## config.mk

```make
export PLATFORM = sky130hd
export DESIGN_NAME = differential_drive_odometry
export DESIGN_NICKNAME = d
export VERILOG_FILES = /design/src/hdl/ddo_pkg.sv /design/src/hdl/ddo_muldiv.sv /design/src/hdl/ddo_cordic.sv /design/src/hdl/differential_drive_odometry.sv
export SDC_FILE = /design/constraint.sdc
export NUM_CORES = 2
export LEC_CHECK = 0
export BUFFER_PORTS_ARGS = -buffer_cell sky130_fd_sc_hd__buf_2
export CORE_MARGIN = 1
export CORE_UTILIZATION = 35
export CTS_BUF_LIST = sky130_fd_sc_hd__clkbuf_16
export DETAILED_ROUTE_END_ITERATION = 16
export PLACE_DENSITY = 0.55
export SYNTH_ARGS = -nofsm -noshare
export SYNTH_HDL_FRONTEND = slang
export SYNTH_SLANG_ARGS = --single-unit
```

## constraint.sdc

```tcl
create_clock -name clk_i -period 12.45 [get_ports clk_i]
set_input_delay 1.245 -clock clk_i [delete_from_list [all_inputs] [get_ports clk_i]]
set_output_delay 1.245 -clock clk_i [all_outputs]
set_load 0.02 [all_outputs]
```

## src/hdl/ddo_pkg.sv

```systemverilog
// Package: odometry types, constants and the CORDIC arctangent table.
`default_nettype none
package ddo_pkg;

  localparam int CORDIC_STEPS_DEF = 16;

  localparam logic [24:0] FULL_TURN    = 25'd23592960;
  localparam logic [24:0] HALF_TURN    = 25'd11796480;
  localparam logic [24:0] QUARTER_TURN = 25'd5898240;
  localparam logic [31:0] RAD2DEG_Q20  = 32'd60078979;
  localparam logic [29:0] HALF_Q30     = 30'd536870912;
  localparam logic [33:0] GAIN_Q30     = 34'd652032874;

  // ceil(2^20 / 45) and ceil(2^20 / 3)
  localparam logic [14:0] RECIP45_Q20  = 15'd23302;
  localparam logic [18:0] RECIP3_Q20   = 19'd349526;

  localparam logic [23:0] DPC_RST = 24'd196608;
  localparam logic [15:0] TW_RST  = 16'd24576;
  localparam logic [15:0] JL_RST  = 16'd1000;

  localparam int MD_AW = 66;
  localparam int MD_BW = 36;
  localparam int MD_PW = 68;
  localparam int MD_CW = 7;
  localparam int MUL_STEPS = 32;
  localparam int DIV_STEPS = 66;

  localparam int CW = 34;
  localparam int ZW = 27;

  localparam logic [21:0] ATAN_DEG [32] = '{
    22'd2949120, 22'd1740967, 22'd919879, 22'd466945, 22'd234379, 22'd117304,
    22'd58666, 22'd29335, 22'd14668, 22'd7334, 22'd3667, 22'd1833, 22'd917,
    22'd458, 22'd229, 22'd115, 22'd57, 22'd29, 22'd14, 22'd7, 22'd4, 22'd2,
    22'd1, 22'd0, 22'd0, 22'd0, 22'd0, 22'd0, 22'd0, 22'd0, 22'd0, 22'd0
  };

  typedef enum logic [1:0] {
    REG_DPC = 2'd0,
    REG_TW  = 2'd1,
    REG_JL  = 2'd2
  } cfg_reg_e;

  typedef enum logic {
    MD_MUL = 1'b0,
    MD_DIV = 1'b1
  } md_op_e;

  typedef struct packed {
    logic              start;
    md_op_e            op;
    logic [MD_AW-1:0]  a;
    logic [MD_BW-1:0]  b;
  } md_req_t;

  typedef struct packed {
    logic              done;
    logic [MD_PW-1:0]  prod;
    logic [MD_BW-1:0]  rem;
  } md_rsp_t;

  typedef enum logic [4:0] {
    ST_IDLE, ST_SL, ST_SR, ST_DD, ST_HMUL, ST_HDIV, ST_HMOD, ST_H30DIV,
    ST_H30SQ, ST_DIV48, ST_HALFMOD, ST_CORD1, ST_RMUL, ST_RDIV, ST_HEAD,
    ST_CHORD, ST_COS, ST_XMUL, ST_YMUL, ST_FIN
  } state_e;

endpackage
`default_nettype wire

```

## src/hdl/ddo_muldiv.sv

```systemverilog
// Shared serial unit: shift-add multiplier and restoring divider on magnitudes.
`default_nettype none
module ddo_muldiv (
  input  wire logic            clk_i,
  input  wire logic            rst_ni,
  input  ddo_pkg::md_req_t     req_i,
  output ddo_pkg::md_rsp_t     rsp_o
);
  import ddo_pkg::*;

  logic             busy_q, busy_d;
  logic             done_q, done_d;
  md_op_e           op_q, op_d;
  logic [MD_CW-1:0] cnt_q, cnt_d;
  logic [MD_PW-1:0] acc_q, acc_d;
  logic [MD_PW-1:0] sh_q, sh_d;
  logic [31:0]      mpl_q, mpl_d;
  logic [MD_BW-1:0] rem_q, rem_d;
  logic [MD_BW:0]   trial;

  always_comb begin
    busy_d = busy_q;
    done_d = 1'b0;
    op_d   = op_q;
    cnt_d  = cnt_q;
    acc_d  = acc_q;
    sh_d   = sh_q;
    mpl_d  = mpl_q;
    rem_d  = rem_q;
    trial  = {rem_q, acc_q[MD_AW-1]};
    if (req_i.start) begin
      busy_d = 1'b1;
      op_d   = req_i.op;
      rem_d  = '0;
      if (req_i.op == MD_MUL) begin
        cnt_d = MD_CW'(MUL_STEPS);
        acc_d = '0;
        sh_d  = {32'd0, req_i.a[MD_BW-1:0]};
        mpl_d = req_i.b[31:0];
      end else begin
        cnt_d = MD_CW'(DIV_STEPS);
        acc_d = {2'b00, req_i.a};
        sh_d  = {32'd0, req_i.b};
        mpl_d = '0;
      end
    end else if (busy_q) begin
      if (op_q == MD_MUL) begin
        if (mpl_q[0]) acc_d = acc_q + sh_q;
        sh_d  = {sh_q[MD_PW-2:0], 1'b0};
        mpl_d = {1'b0, mpl_q[31:1]};
      end else begin
        if (trial >= {1'b0, sh_q[MD_BW-1:0]}) begin
          rem_d = MD_BW'(trial - {1'b0, sh_q[MD_BW-1:0]});
          acc_d = {2'b00, acc_q[MD_AW-2:0], 1'b1};
        end else begin
          rem_d = trial[MD_BW-1:0];
          acc_d = {2'b00, acc_q[MD_AW-2:0], 1'b0};
        end
      end
      cnt_d = cnt_q - MD_CW'(1);
      if (cnt_q == MD_CW'(1)) begin
        busy_d = 1'b0;
        done_d = 1'b1;
      end
    end
  end

  always_ff @(posedge clk_i or negedge rst_ni) begin
    if (!rst_ni) begin
      busy_q <= 1'b0;
      done_q <= 1'b0;
      op_q   <= MD_MUL;
      cnt_q  <= '0;
    end else begin
      busy_q <= busy_d;
      done_q <= done_d;
      op_q   <= op_d;
      cnt_q  <= cnt_d;
    end
  end

  always_ff @(posedge clk_i) begin
    acc_q <= acc_d;
    sh_q  <= sh_d;
    mpl_q <= mpl_d;
    rem_q <= rem_d;
  end

  assign rsp_o.done = done_q;
  assign rsp_o.prod = acc_q;
  assign rsp_o.rem  = rem_q;

endmodule
`default_nettype wire

```

## src/hdl/ddo_cordic.sv

```systemverilog
// Iterative CORDIC: cosine and sine in Q30 of an angle in 1/65536 degree.
`default_nettype none
module ddo_cordic #(
  parameter int CordicSteps = ddo_pkg::CORDIC_STEPS_DEF
) (
  input  wire logic                        clk_i,
  input  wire logic                        rst_ni,
  input  wire logic                        start_i,
  input  wire logic [24:0]                 angle_i,
  output logic                             done_o,
  output logic signed [ddo_pkg::CW-1:0]    cos_o,
  output logic signed [ddo_pkg::CW-1:0]    sin_o
);
  import ddo_pkg::*;

  localparam int IW = $clog2(CordicSteps);

  logic                 busy_q, busy_d;
  logic                 done_q, done_d;
  logic [IW-1:0]        i_q, i_d;
  logic                 neg_q, neg_d;
  logic signed [CW-1:0] x_q, x_d, y_q, y_d, xs, ys;
  logic signed [ZW-1:0] z_q, z_d, z0, z1, at;

  always_comb begin
    busy_d = busy_q;
    done_d = 1'b0;
    i_d    = i_q;
    neg_d  = neg_q;
    x_d    = x_q;
    y_d    = y_q;
    z_d    = z_q;
    z0     = $signed({2'b00, angle_i});
    if (z0 > $signed({2'b00, HALF_TURN})) z0 = z0 - $signed({2'b00, FULL_TURN});
    z1     = z0;
    xs     = x_q >>> i_q;
    ys     = y_q >>> i_q;
    at     = $signed({5'd0, ATAN_DEG[5'(i_q)]});
    if (start_i) begin
      busy_d = 1'b1;
      i_d    = '0;
      x_d    = $signed(GAIN_Q30);
      y_d    = '0;
      neg_d  = 1'b0;
      if (z0 > $signed({2'b00, QUARTER_TURN})) begin
        z1    = z0 - $signed({2'b00, HALF_TURN});
        neg_d = 1'b1;
      end else if (z0 < -$signed({2'b00, QUARTER_TURN})) begin
        z1    = z0 + $signed({2'b00, HALF_TURN});
        neg_d = 1'b1;
      end
      z_d = z1;
    end else if (busy_q) begin
      if (z_q >= 0) begin
        x_d = x_q - ys;
        y_d = y_q + xs;
        z_d = z_q - at;
      end else begin
        x_d = x_q + ys;
        y_d = y_q - xs;
        z_d = z_q + at;
      end
      i_d = i_q + IW'(1);
      if (i_q == IW'(CordicSteps - 1)) begin
        busy_d = 1'b0;
        done_d = 1'b1;
      end
    end
  end

  always_ff @(posedge clk_i or negedge rst_ni) begin
    if (!rst_ni) begin
      busy_q <= 1'b0;
      done_q <= 1'b0;
      i_q    <= '0;
    end else begin
      busy_q <= busy_d;
      done_q <= done_d;
      i_q    <= i_d;
    end
  end

  always_ff @(posedge clk_i) begin
    neg_q <= neg_d;
    x_q   <= x_d;
    y_q   <= y_d;
    z_q   <= z_d;
  end

  assign done_o = done_q;
  assign cos_o  = neg_q ? -x_q : x_q;
  assign sin_o  = neg_q ? -y_q : y_q;

endmodule
`default_nettype wire

```

## src/hdl/differential_drive_odometry.sv

```systemverilog
// Top level: odometry sequencer, pose state, configuration and output register.
//
//  channel  direction  handshake                    payload
//  in       to block   in_valid_i / in_stall_o      count_left/right, speed_left/right
//  out      from block out_valid_o / out_stall_i    pos_x, pos_y, heading_out, speed_center
//  cfg      to block   cfg_we_i                     cfg_idx_i, cfg_data_i
//
// A moving tick takes up to 7 multiplies and 2 divides in the serial unit
// and one or two CORDIC runs.
// in_stall_o is high while a tick is in work; the output register lets the
// next transfer in while a result waits. Reset clears pose and counts and
// loads the config registers with their defaults.
`default_nettype none
module differential_drive_odometry #(
  parameter int CordicSteps = ddo_pkg::CORDIC_STEPS_DEF
) (
  input  wire logic               clk_i,
  input  wire logic               rst_ni,
  input  wire logic               in_valid_i,
  output logic                    in_stall_o,
  input  wire logic signed [31:0] count_left_i,
  input  wire logic signed [31:0] count_right_i,
  input  wire logic signed [19:0] speed_left_i,
  input  wire logic signed [19:0] speed_right_i,
  output logic                    out_valid_o,
  input  wire logic               out_stall_i,
  output logic signed [31:0]      pos_x_o,
  output logic signed [31:0]      pos_y_o,
  output logic [24:0]             heading_out_o,
  output logic signed [19:0]      speed_center_o,
  input  wire logic               cfg_we_i,
  input  wire logic [1:0]         cfg_idx_i,
  input  wire logic [23:0]        cfg_data_i
);
  import ddo_pkg::*;

  state_e state_q, state_d;
  logic   run_q, run_d;

  logic [23:0] dpc_q;
  logic [15:0] tw_q, jl_q, twe;

  logic [31:0] last_l_q, last_l_d, last_r_q, last_r_d;
  logic [31:0] x_q, x_d, y_q, y_d;
  logic [24:0] head_q, head_d;

  logic [15:0] dlm_q, dlm_d, drm_q, drm_d;
  logic        dls_q, dls_d, drs_q, drs_d;
  logic [19:0] sc_q, sc_d;
  logic [33:0] sl_q, sl_d, sr_q, sr_d;
  logic [56:0] hmag_q, hmag_d;
  logic [24:0] hmod_q, hmod_d, ang_q, ang_d;
  logic [MD_PW-1:0] tmp_q, tmp_d;
  logic [29:0] r30m_q, r30m_d;
  logic        r30s_q, r30s_d;
  logic [35:0] chord_q, chord_d;

  logic        out_valid_q, out_valid_d;
  logic [31:0] ox_q, oy_q;
  logic [24:0] oh_q;
  logic [19:0] osc_q;
  logic        out_load;

  md_req_t md_req;
  md_rsp_t md_rsp;
  logic    cor_start, cor_done;
  logic [24:0] cor_angle;
  logic signed [CW-1:0] cos_w, sin_w;

  logic [31:0] ul, ur, ml, mr;
  logic [20:0] spd_sum;
  logic        moved;
  logic [34:0] dd_w, sum_w, ddm, summ;
  logic        ddneg, sumneg;
  logic [31:0] cosm, sinm;
  logic [35:0] chordm;
  logic [40:0] s41;
  logic        sgn41, negp;
  logic [MD_PW:0] s69;
  logic [38:0] dsum;
  logic [24:0] hw;
  logic [25:0] hs;
  logic [MD_AW-1:0] q_w;
  logic [24:0] hhalf;
  logic [37:0] div3_p;

  // full turn is 45 * 2^19, and 2^12 = 1 mod 45
  function automatic logic [24:0] turn_mod(input logic [56:0] v);
    logic [37:0] hi;
    logic [13:0] fold, q14, rem14;
    logic [28:0] qp;
    hi    = v[56:19];
    fold  = {2'b00, hi[11:0]} + {2'b00, hi[23:12]} + {2'b00, hi[35:24]}
          + {12'd0, hi[37:36]};
    qp    = fold * RECIP45_Q20;
    q14   = {5'd0, qp[28:20]};
    rem14 = fold - q14 * 14'd45;
    return {rem14[5:0], v[18:0]};
  endfunction

  ddo_muldiv u_muldiv (
    .clk_i  (clk_i),
    .rst_ni (rst_ni),
    .req_i  (md_req),
    .rsp_o  (md_rsp)
  );

  ddo_cordic #(.CordicSteps(CordicSteps)) u_cordic (
    .clk_i   (clk_i),
    .rst_ni  (rst_ni),
    .start_i (cor_start),
    .angle_i (cor_angle),
    .done_o  (cor_done),
    .cos_o   (cos_w),
    .sin_o   (sin_w)
  );

  assign in_stall_o = (state_q != ST_IDLE);
  assign twe        = (tw_q == 16'd0) ? 16'd1 : tw_q;

  always_comb begin
    ul      = count_left_i - last_l_q;
    ur      = count_right_i - last_r_q;
    ml      = ul[31] ? (~ul + 32'd1) : ul;
    mr      = ur[31] ? (~ur + 32'd1) : ur;
    spd_sum = {speed_left_i[19], speed_left_i} + {speed_right_i[19], speed_right_i};
    dd_w    = {sr_q[33], sr_q} - {sl_q[33], sl_q};
    sum_w   = {sr_q[33], sr_q} + {sl_q[33], sl_q};
    ddneg   = dd_w[34];
    sumneg  = sum_w[34];
    ddm     = ddneg ? (~dd_w + 35'd1) : dd_w;
    summ    = sumneg ? (~sum_w + 35'd1) : sum_w;
    cosm    = 32'(cos_w[CW-1] ? -cos_w : cos_w);
    sinm    = 32'(sin_w[CW-1] ? -sin_w : sin_w);
    chordm  = chord_q[35] ? (~chord_q + 36'd1) : chord_q;
    q_w     = md_rsp.prod[MD_AW-1:0];
    hhalf   = turn_mod({1'b0, hmag_q[56:1]});
    // square / 2^30 / 48 is square / 2^34 / 3
    div3_p  = tmp_q[52:34] * RECIP3_Q20;

    sgn41 = (state_q == ST_SL) ? dls_q : drs_q;
    s41   = sgn41 ? (~{1'b0, md_rsp.prod[39:0]} + 41'd1) : {1'b0, md_rsp.prod[39:0]};

    negp = 1'b0;
    case (state_q)
      ST_CHORD: negp = sumneg ^ r30s_q;
      ST_XMUL:  negp = chord_q[35] ^ cos_w[CW-1];
      ST_YMUL:  negp = chord_q[35] ^ sin_w[CW-1];
      default:  negp = 1'b0;
    endcase
    s69  = negp ? (~{1'b0, md_rsp.prod} + 69'd1) : {1'b0, md_rsp.prod};
    dsum = (state_q == ST_XMUL) ? ({{7{x_q[31]}}, x_q} + s69[68:30])
                                : ({{7{y_q[31]}}, y_q} + s69[68:30]);

    hw = (ddneg && hmod_q != 25'd0) ? (FULL_TURN - hmod_q) : hmod_q;
    hs = {1'b0, head_q} + {1'b0, hw};
  end

  always_comb begin
    state_d   = state_q;
    run_d     = run_q;
    last_l_d  = last_l_q;
    last_r_d  = last_r_q;
    x_d       = x_q;
    y_d       = y_q;
    head_d    = head_q;
    dlm_d     = dlm_q;
    drm_d     = drm_q;
    dls_d     = dls_q;
    drs_d     = drs_q;
    sc_d      = sc_q;
    sl_d      = sl_q;
    sr_d      = sr_q;
    hmag_d    = hmag_q;
    hmod_d    = hmod_q;
    ang_d     = ang_q;
    tmp_d     = tmp_q;
    r30m_d    = r30m_q;
    r30s_d    = r30s_q;
    chord_d   = chord_q;
    md_req    = '{start: 1'b0, op: MD_MUL, a: '0, b: '0};
    cor_start = 1'b0;
    cor_angle = head_q;
    out_load  = 1'b0;
    moved     = 1'b0;

    case (state_q)
      ST_IDLE: begin
        if (in_valid_i) begin
          dls_d = ul[31];
          drs_d = ur[31];
          dlm_d = (ml <= {16'd0, jl_q}) ? ml[15:0] : 16'd0;
          drm_d = (mr <= {16'd0, jl_q}) ? mr[15:0] : 16'd0;
          sc_d  = spd_sum[20:1];
          moved = (dlm_d != 16'd0) || (drm_d != 16'd0);
          if (moved) begin
            last_l_d = count_left_i;
            last_r_d = count_right_i;
            state_d  = ST_SL;
          end else begin
            state_d = ST_FIN;
          end
        end
      end
      ST_SL: begin
        md_req = '{start: !run_q, op: MD_MUL, a: {50'd0, dlm_q}, b: {12'd0, dpc_q}};
        if (md_rsp.done) begin
          sl_d    = {s41[40], s41[40:8]};
          state_d = ST_SR;
        end
      end
      ST_SR: begin
        md_req = '{start: !run_q, op: MD_MUL, a: {50'd0, drm_q}, b: {12'd0, dpc_q}};
        if (md_rsp.done) begin
          sr_d    = {s41[40], s41[40:8]};
          state_d = ST_DD;
        end
      end
      ST_DD: begin
        if (dd_w == 35'd0) begin
          chord_d = {{2{sl_q[33]}}, sl_q};
          state_d = ST_COS;
        end else begin
          state_d = ST_HMUL;
        end
      end
      ST_HMUL: begin
        md_req = '{start: !run_q, op: MD_MUL, a: {31'd0, ddm}, b: {4'd0, RAD2DEG_Q20}};
        if (md_rsp.done) begin
          tmp_d   = md_rsp.prod;
          state_d = ST_HDIV;
        end
      end
      ST_HDIV: begin
        md_req = '{start: !run_q, op: MD_DIV, a: tmp_q[MD_AW-1:0], b: {16'd0, twe, 4'd0}};
        if (md_rsp.done) begin
          hmag_d  = q_w[56:0];
          state_d = ST_HMOD;
        end
      end
      ST_HMOD: begin
        hmod_d  = turn_mod(hmag_q);
        state_d = (hmag_q[56:17] == '0) ? ST_H30DIV : ST_HALFMOD;
      end
      ST_H30DIV: begin
        md_req = '{start: !run_q, op: MD_DIV, a: {1'b0, ddm, 30'd0}, b: {20'd0, twe}};
        if (md_rsp.done) begin
          tmp_d   = md_rsp.prod;
          state_d = ST_H30SQ;
        end
      end
      ST_H30SQ: begin
        md_req = '{start: !run_q, op: MD_MUL, a: {34'd0, tmp_q[31:0]}, b: {4'd0, tmp_q[31:0]}};
        if (md_rsp.done) begin
          tmp_d   = md_rsp.prod;
          state_d = ST_DIV48;
        end
      end
      ST_DIV48: begin
        r30m_d  = HALF_Q30 - {12'd0, div3_p[37:20]};
        r30s_d  = 1'b0;
        state_d = ST_HEAD;
      end
      ST_HALFMOD: begin
        ang_d   = (ddneg && hhalf != 25'd0) ? (FULL_TURN - hhalf) : hhalf;
        state_d = ST_CORD1;
      end
      ST_CORD1: begin
        cor_start = !run_q;
        cor_angle = ang_q;
        if (cor_done) state_d = ST_RMUL;
      end
      ST_RMUL: begin
        md_req = '{start: !run_q, op: MD_MUL, a: {50'd0, twe}, b: {4'd0, sinm}};
        if (md_rsp.done) begin
          tmp_d   = md_rsp.prod;
          state_d = ST_RDIV;
        end
      end
      ST_RDIV: begin
        md_req = '{start: !run_q, op: MD_DIV, a: tmp_q[MD_AW-1:0], b: {1'b0, ddm}};
        if (md_rsp.done) begin
          r30m_d  = (q_w > {36'd0, HALF_Q30}) ? HALF_Q30 : q_w[29:0];
          r30s_d  = sin_w[CW-1] ^ ddneg;
          state_d = ST_HEAD;
        end
      end
      ST_HEAD: begin
        head_d  = (hs >= {1'b0, FULL_TURN}) ? 25'(hs - {1'b0, FULL_TURN}) : hs[24:0];
        state_d = ST_CHORD;
      end
      ST_CHORD: begin
        md_req = '{start: !run_q, op: MD_MUL, a: {31'd0, summ}, b: {6'd0, r30m_q}};
        if (md_rsp.done) begin
          chord_d = s69[65:30];
          state_d = ST_COS;
        end
      end
      ST_COS: begin
        cor_start = !run_q;
        cor_angle = head_q;
        if (cor_done) state_d = ST_XMUL;
      end
      ST_XMUL: begin
        md_req = '{start: !run_q, op: MD_MUL, a: {30'd0, chordm}, b: {4'd0, cosm}};
        if (md_rsp.done) begin
          if (!dsum[38] && (dsum[37:31] != '0))      x_d = 32'h7FFF_FFFF;
          else if (dsum[38] && (dsum[37:31] != '1))  x_d = 32'h8000_0000;
          else                                       x_d = dsum[31:0];
          state_d = ST_YMUL;
        end
      end
      ST_YMUL: begin
        md_req = '{start: !run_q, op: MD_MUL, a: {30'd0, chordm}, b: {4'd0, sinm}};
        if (md_rsp.done) begin
          if (!dsum[38] && (dsum[37:31] != '0))      y_d = 32'h7FFF_FFFF;
          else if (dsum[38] && (dsum[37:31] != '1))  y_d = 32'h8000_0000;
          else                                       y_d = dsum[31:0];
          state_d = ST_FIN;
        end
      end
      ST_FIN: begin
        if (!out_valid_q || !out_stall_i) begin
          out_load = 1'b1;
          state_d  = ST_IDLE;
        end
      end
      default: state_d = ST_IDLE;
    endcase

    if (md_req.start || cor_start) run_d = 1'b1;
    if (md_rsp.done || cor_done)   run_d = 1'b0;

    out_valid_d = out_valid_q;
    if (out_load)                          out_valid_d = 1'b1;
    else if (out_valid_q && !out_stall_i)  out_valid_d = 1'b0;
  end

  always_ff @(posedge clk_i or negedge rst_ni) begin
    if (!rst_ni) begin
      state_q     <= ST_IDLE;
      run_q       <= 1'b0;
      out_valid_q <= 1'b0;
      last_l_q    <= '0;
      last_r_q    <= '0;
      x_q         <= '0;
      y_q         <= '0;
      head_q      <= '0;
      dpc_q       <= DPC_RST;
      tw_q        <= TW_RST;
      jl_q        <= JL_RST;
    end else begin
      state_q     <= state_d;
      run_q       <= run_d;
      out_valid_q <= out_valid_d;
      last_l_q    <= last_l_d;
      last_r_q    <= last_r_d;
      x_q         <= x_d;
      y_q         <= y_d;
      head_q      <= head_d;
      if (cfg_we_i) begin
        case (cfg_reg_e'(cfg_idx_i))
          REG_DPC: dpc_q <= cfg_data_i;
          REG_TW:  tw_q  <= cfg_data_i[15:0];
          REG_JL:  jl_q  <= cfg_data_i[15:0];
          default: ;
        endcase
      end
    end
  end

  always_ff @(posedge clk_i) begin
    dlm_q   <= dlm_d;
    drm_q   <= drm_d;
    dls_q   <= dls_d;
    drs_q   <= drs_d;
    sc_q    <= sc_d;
    sl_q    <= sl_d;
    sr_q    <= sr_d;
    hmag_q  <= hmag_d;
    hmod_q  <= hmod_d;
    ang_q   <= ang_d;
    tmp_q   <= tmp_d;
    r30m_q  <= r30m_d;
    r30s_q  <= r30s_d;
    chord_q <= chord_d;
    if (out_load) begin
      ox_q  <= x_q;
      oy_q  <= y_q;
      oh_q  <= head_q;
      osc_q <= sc_q;
    end
  end

  assign out_valid_o    = out_valid_q;
  assign pos_x_o        = ox_q;
  assign pos_y_o        = oy_q;
  assign heading_out_o  = oh_q;
  assign speed_center_o = osc_q;

endmodule
`default_nettype wire
```

==> run summary <==
status: complete, no violations
Mapped Cells: 10173
power per cell area: 78.5 nW/um2
CP endpoint: x_q[17]$_DFFE_PN0P_
clock sink count: 1001
antenna violations before repair: 17
internal reg-to-reg setup slack: 1.34 ns
syn_area_per_cell: 9.05 um2
die area: 265000 um2
Synthesized Nets: 11392
Syn. warnings: 0
CTS max path bufs: 3
met2 usage in global routing: 0.372
Achievable Freq: 90.0 MHz
port bufs: 245
routed len/inst: 22.9 um
placed cells: 13657
flops & latches, synth: 1001
vias per cell: 5.69
Initial DRT Pass Iterations: 10
most common cell after layout, fill and taps aside: nand2_1
share of final-layout standard cells stronger than drive strength 1: 0.0994
CP dominant cell by count: nand2_1
most frequent cells in the layout: nand2_1, ha_1, inv_1
worst-skew pair later-pin latency: 0.83 ns
worst r2r src: u_muldiv.acc_q[3]$_DFFE_PP_
Post-synth top flop: edfxtp_1
Worst slew margin: 0.162
P&R area growth vs syn: 10.5%
static leakage: 41.3 nW
RSZ-0062 raised after global routing: false
Final Skew: 0.0388 ns
Worst R2R End: x_q[17]$_DFFE_PN0P_
placer congestion estimate: 1.02
chip width: 515 um
CTS Buf Count: 131
Critical Path End Type: flip-flop
clock root buffer: clkbuf_16
startpoint types: flip-flop
register area share after synthesis: 0.303
Initial Util: 0.353
H-tree Lvls: 4
M1 GR Usage: 0.322
Final Cell Area: 102000 um2
Place WS: 1.40 ns
CTS Hold Bufs: 0
Nets: 11513
async set-or-reset flop fraction in the synthesized netlist: 0.232
largest net degree at the start of global routing: 104
Yosys cell types: 124
Worst Path Arrival: 11.83 ns
number of synthesized flops with an enable pin: 665
worst min-delay path class: flip-flop to flip-flop
Least-Margin Pin Slew: 1.25 ns
Final period util: 0.892
DR DRC count: 0
I/O pin cnt: 246
Sum Neg Setup Slack: 0 ns
drt initial violations: 7583
row cnt: 187
area post-placement: 97400 um2
WL final: 318000 um
Critical Path Source: u_muldiv.acc_q[3]$_DFFE_PP_
# setup viols final: 0
busiest grt layer: met2
Final Hold Viols: 0
clock-pin transition on the worst setup and hold timing paths: 0.06 ns
Top delay family on crit path: simple AND/OR/NAND/NOR gates
Max Cap Viol: 0
Overflow after GRT: 0
Post-Syn Area: 92000 um2
hpwl dp: 252000 um
die height: 515 um
CP Max Fanout: 23
Post-DRT Antenna Nets: 0
Setup Crit Path Kind: flip-flop to flip-flop
CP Data Required Time: 13.17 ns
CP max-delay cell: nor4_2
number of global-route vias before repair: 76416
minimum clock period: 11.11 ns
first-pass GRT wire length: 479000 um
PostCTS Resize Cnt: 0
postcts setup bufs: 0
worst path bufs/invs: 1
VDD IR-drop max: 115 uV
Final WS setup: 1.34 ns
Stages on worst setup path: 29
R2R cell count: 29
# fillers: 25929
non-filler cells, final: 13902
Vias: 79093
slowest stage delay, CP: 0.92 ns
GRT Util Overall: 0.235
CTS tree: done
met3 usage: 0.0363
hold_ws: 0.414 ns
Slew Viols, Final: 0
Core ar.: 260000 um2
## synthesized netlist by cell type, drive strengths merged (25+ instances only)
cell / instances / area share
nand2: 969 / 0.040
ha: 848 / 0.12
inv: 802 / 0.033
nor2: 736 / 0.030
o21ai: 686 / 0.037
edfxtp: 665 / 0.22
a21oi: 659 / 0.036
xnor2: 564 / 0.054
clkbuf: 350 / 0.014
xor2: 326 / 0.031
fa: 236 / 0.051
dfrtp: 222 / 0.060
nor3: 206 / 0.011
a21o: 203 / 0.017
nand3: 171 / 0.0093
mux2: 160 / 0.022
a31oi: 127 / 0.0086
nand2b: 126 / 0.0086
mux2i: 120 / 0.013
nor2b: 120 / 0.0082
and2: 112 / 0.0076
dfxtp: 104 / 0.023
o31ai: 104 / 0.0086
nor4: 98 / 0.0076
or3: 85 / 0.0058
buf: 82 / 0.0049
o21a: 81 / 0.0066
o211ai: 79 / 0.0064
a211oi: 78 / 0.0065
and3: 73 / 0.0050
mux4: 70 / 0.017
nand4: 66 / 0.0046
or2: 57 / 0.0039
a22oi: 49 / 0.0040
o21bai: 47 / 0.0039
a221oi: 46 / 0.0047
o22ai: 43 / 0.0031
a22o: 40 / 0.0038
a222oi: 39 / 0.0042
or4: 38 / 0.0033
a21boi: 34 / 0.0028
o41ai: 33 / 0.0035
o221ai: 25 / 0.0024
## worst min path at each step
stage,cells past startpoint,to,start
final,0,speed_center_o[12]$_DFFE_PP_,sc_q[12]$_DFFE_PP_
after global routing,0,speed_center_o[9]$_DFFE_PP_,sc_q[9]$_DFFE_PP_
after CTS,0,speed_center_o[12]$_DFFE_PP_,sc_q[12]$_DFFE_PP_
after detailed placement,0,speed_center_o[5]$_DFFE_PP_,sc_q[5]$_DFFE_PP_
after global placement,0,speed_center_o[5]$_DFFE_PP_,sc_q[5]$_DFFE_PP_
after floorplan,0,hmod_q[0]$_DFFE_PN_,hmag_q[0]$_DFFE_PP_
## state kept, by name, summed over array words and instances (netlist names), 27 cells and up
signal and cells:
u_muldiv.acc_q 68, u_muldiv.sh_q 68, tmp_q 66, hmag_q 57, chord_q 36, u_muldiv.rem_q 36
u_cordic.x_q 34, u_cordic.y_q 34, sl_q 33, sr_q 33, last_l_q 32, last_r_q 32
pos_x_o 32, pos_y_o 32, u_muldiv.mpl_q 32, x_q 32, y_q 32, r30m_q 30
u_cordic.z_q 27
## power breakdown
| part | internal, mW | switching (mW) | total [mW] |
|---|---|---|---|
| clock network | 2.20 | 1.66 | 3.86 |
| logic | 0.216 | 0.318 | 0.534 |
| registers | 3.56 | 0.0394 | 3.60 |
| total | 5.97 | 2.02 | 7.99 |
## logic make-up after synthesis
kind of cell	count (synthesis)	synth area share
simple gates	2978	0.156
buf+inv	1238	0.0520
fa+ha+maj	1085	0.167
mux	350	0.0520
flops	1001	0.303
xor+xnor	890	0.0847
compound gates	2631	0.186
## layer usage
metal,share of wire,vias to the layer above
met1,0.45,38627
met5,0.00025,-
li1,-,37022
met4,0.037,12
met3,0.072,475
met2,0.45,2957
## final cells by class
cell class	count	area, um2	area share
Sequential cell	1001	27900	0.274
Tap cell	3496	4370	0.0430
Clock inverter	106	927	0.00912
Clock buffer	136	3400	0.0335
Timing Repair Buffer	420	2550	0.0251
Inverter	806	3030	0.0297
Antenna cell	3	7.51	0.0000738
Multi-Input combinational cell	7934	59500	0.585
## through the flow
step                      total power [mW]   util
after global routing                  8.25  0.391
after detailed placement              4.19  0.374
final                                 7.99  0.391
after global placement                4.18  0.374
after CTS                             8.07  0.391
after floorplan                       4.01      -
Note: power is estimated with default switching activity, not from simulation.
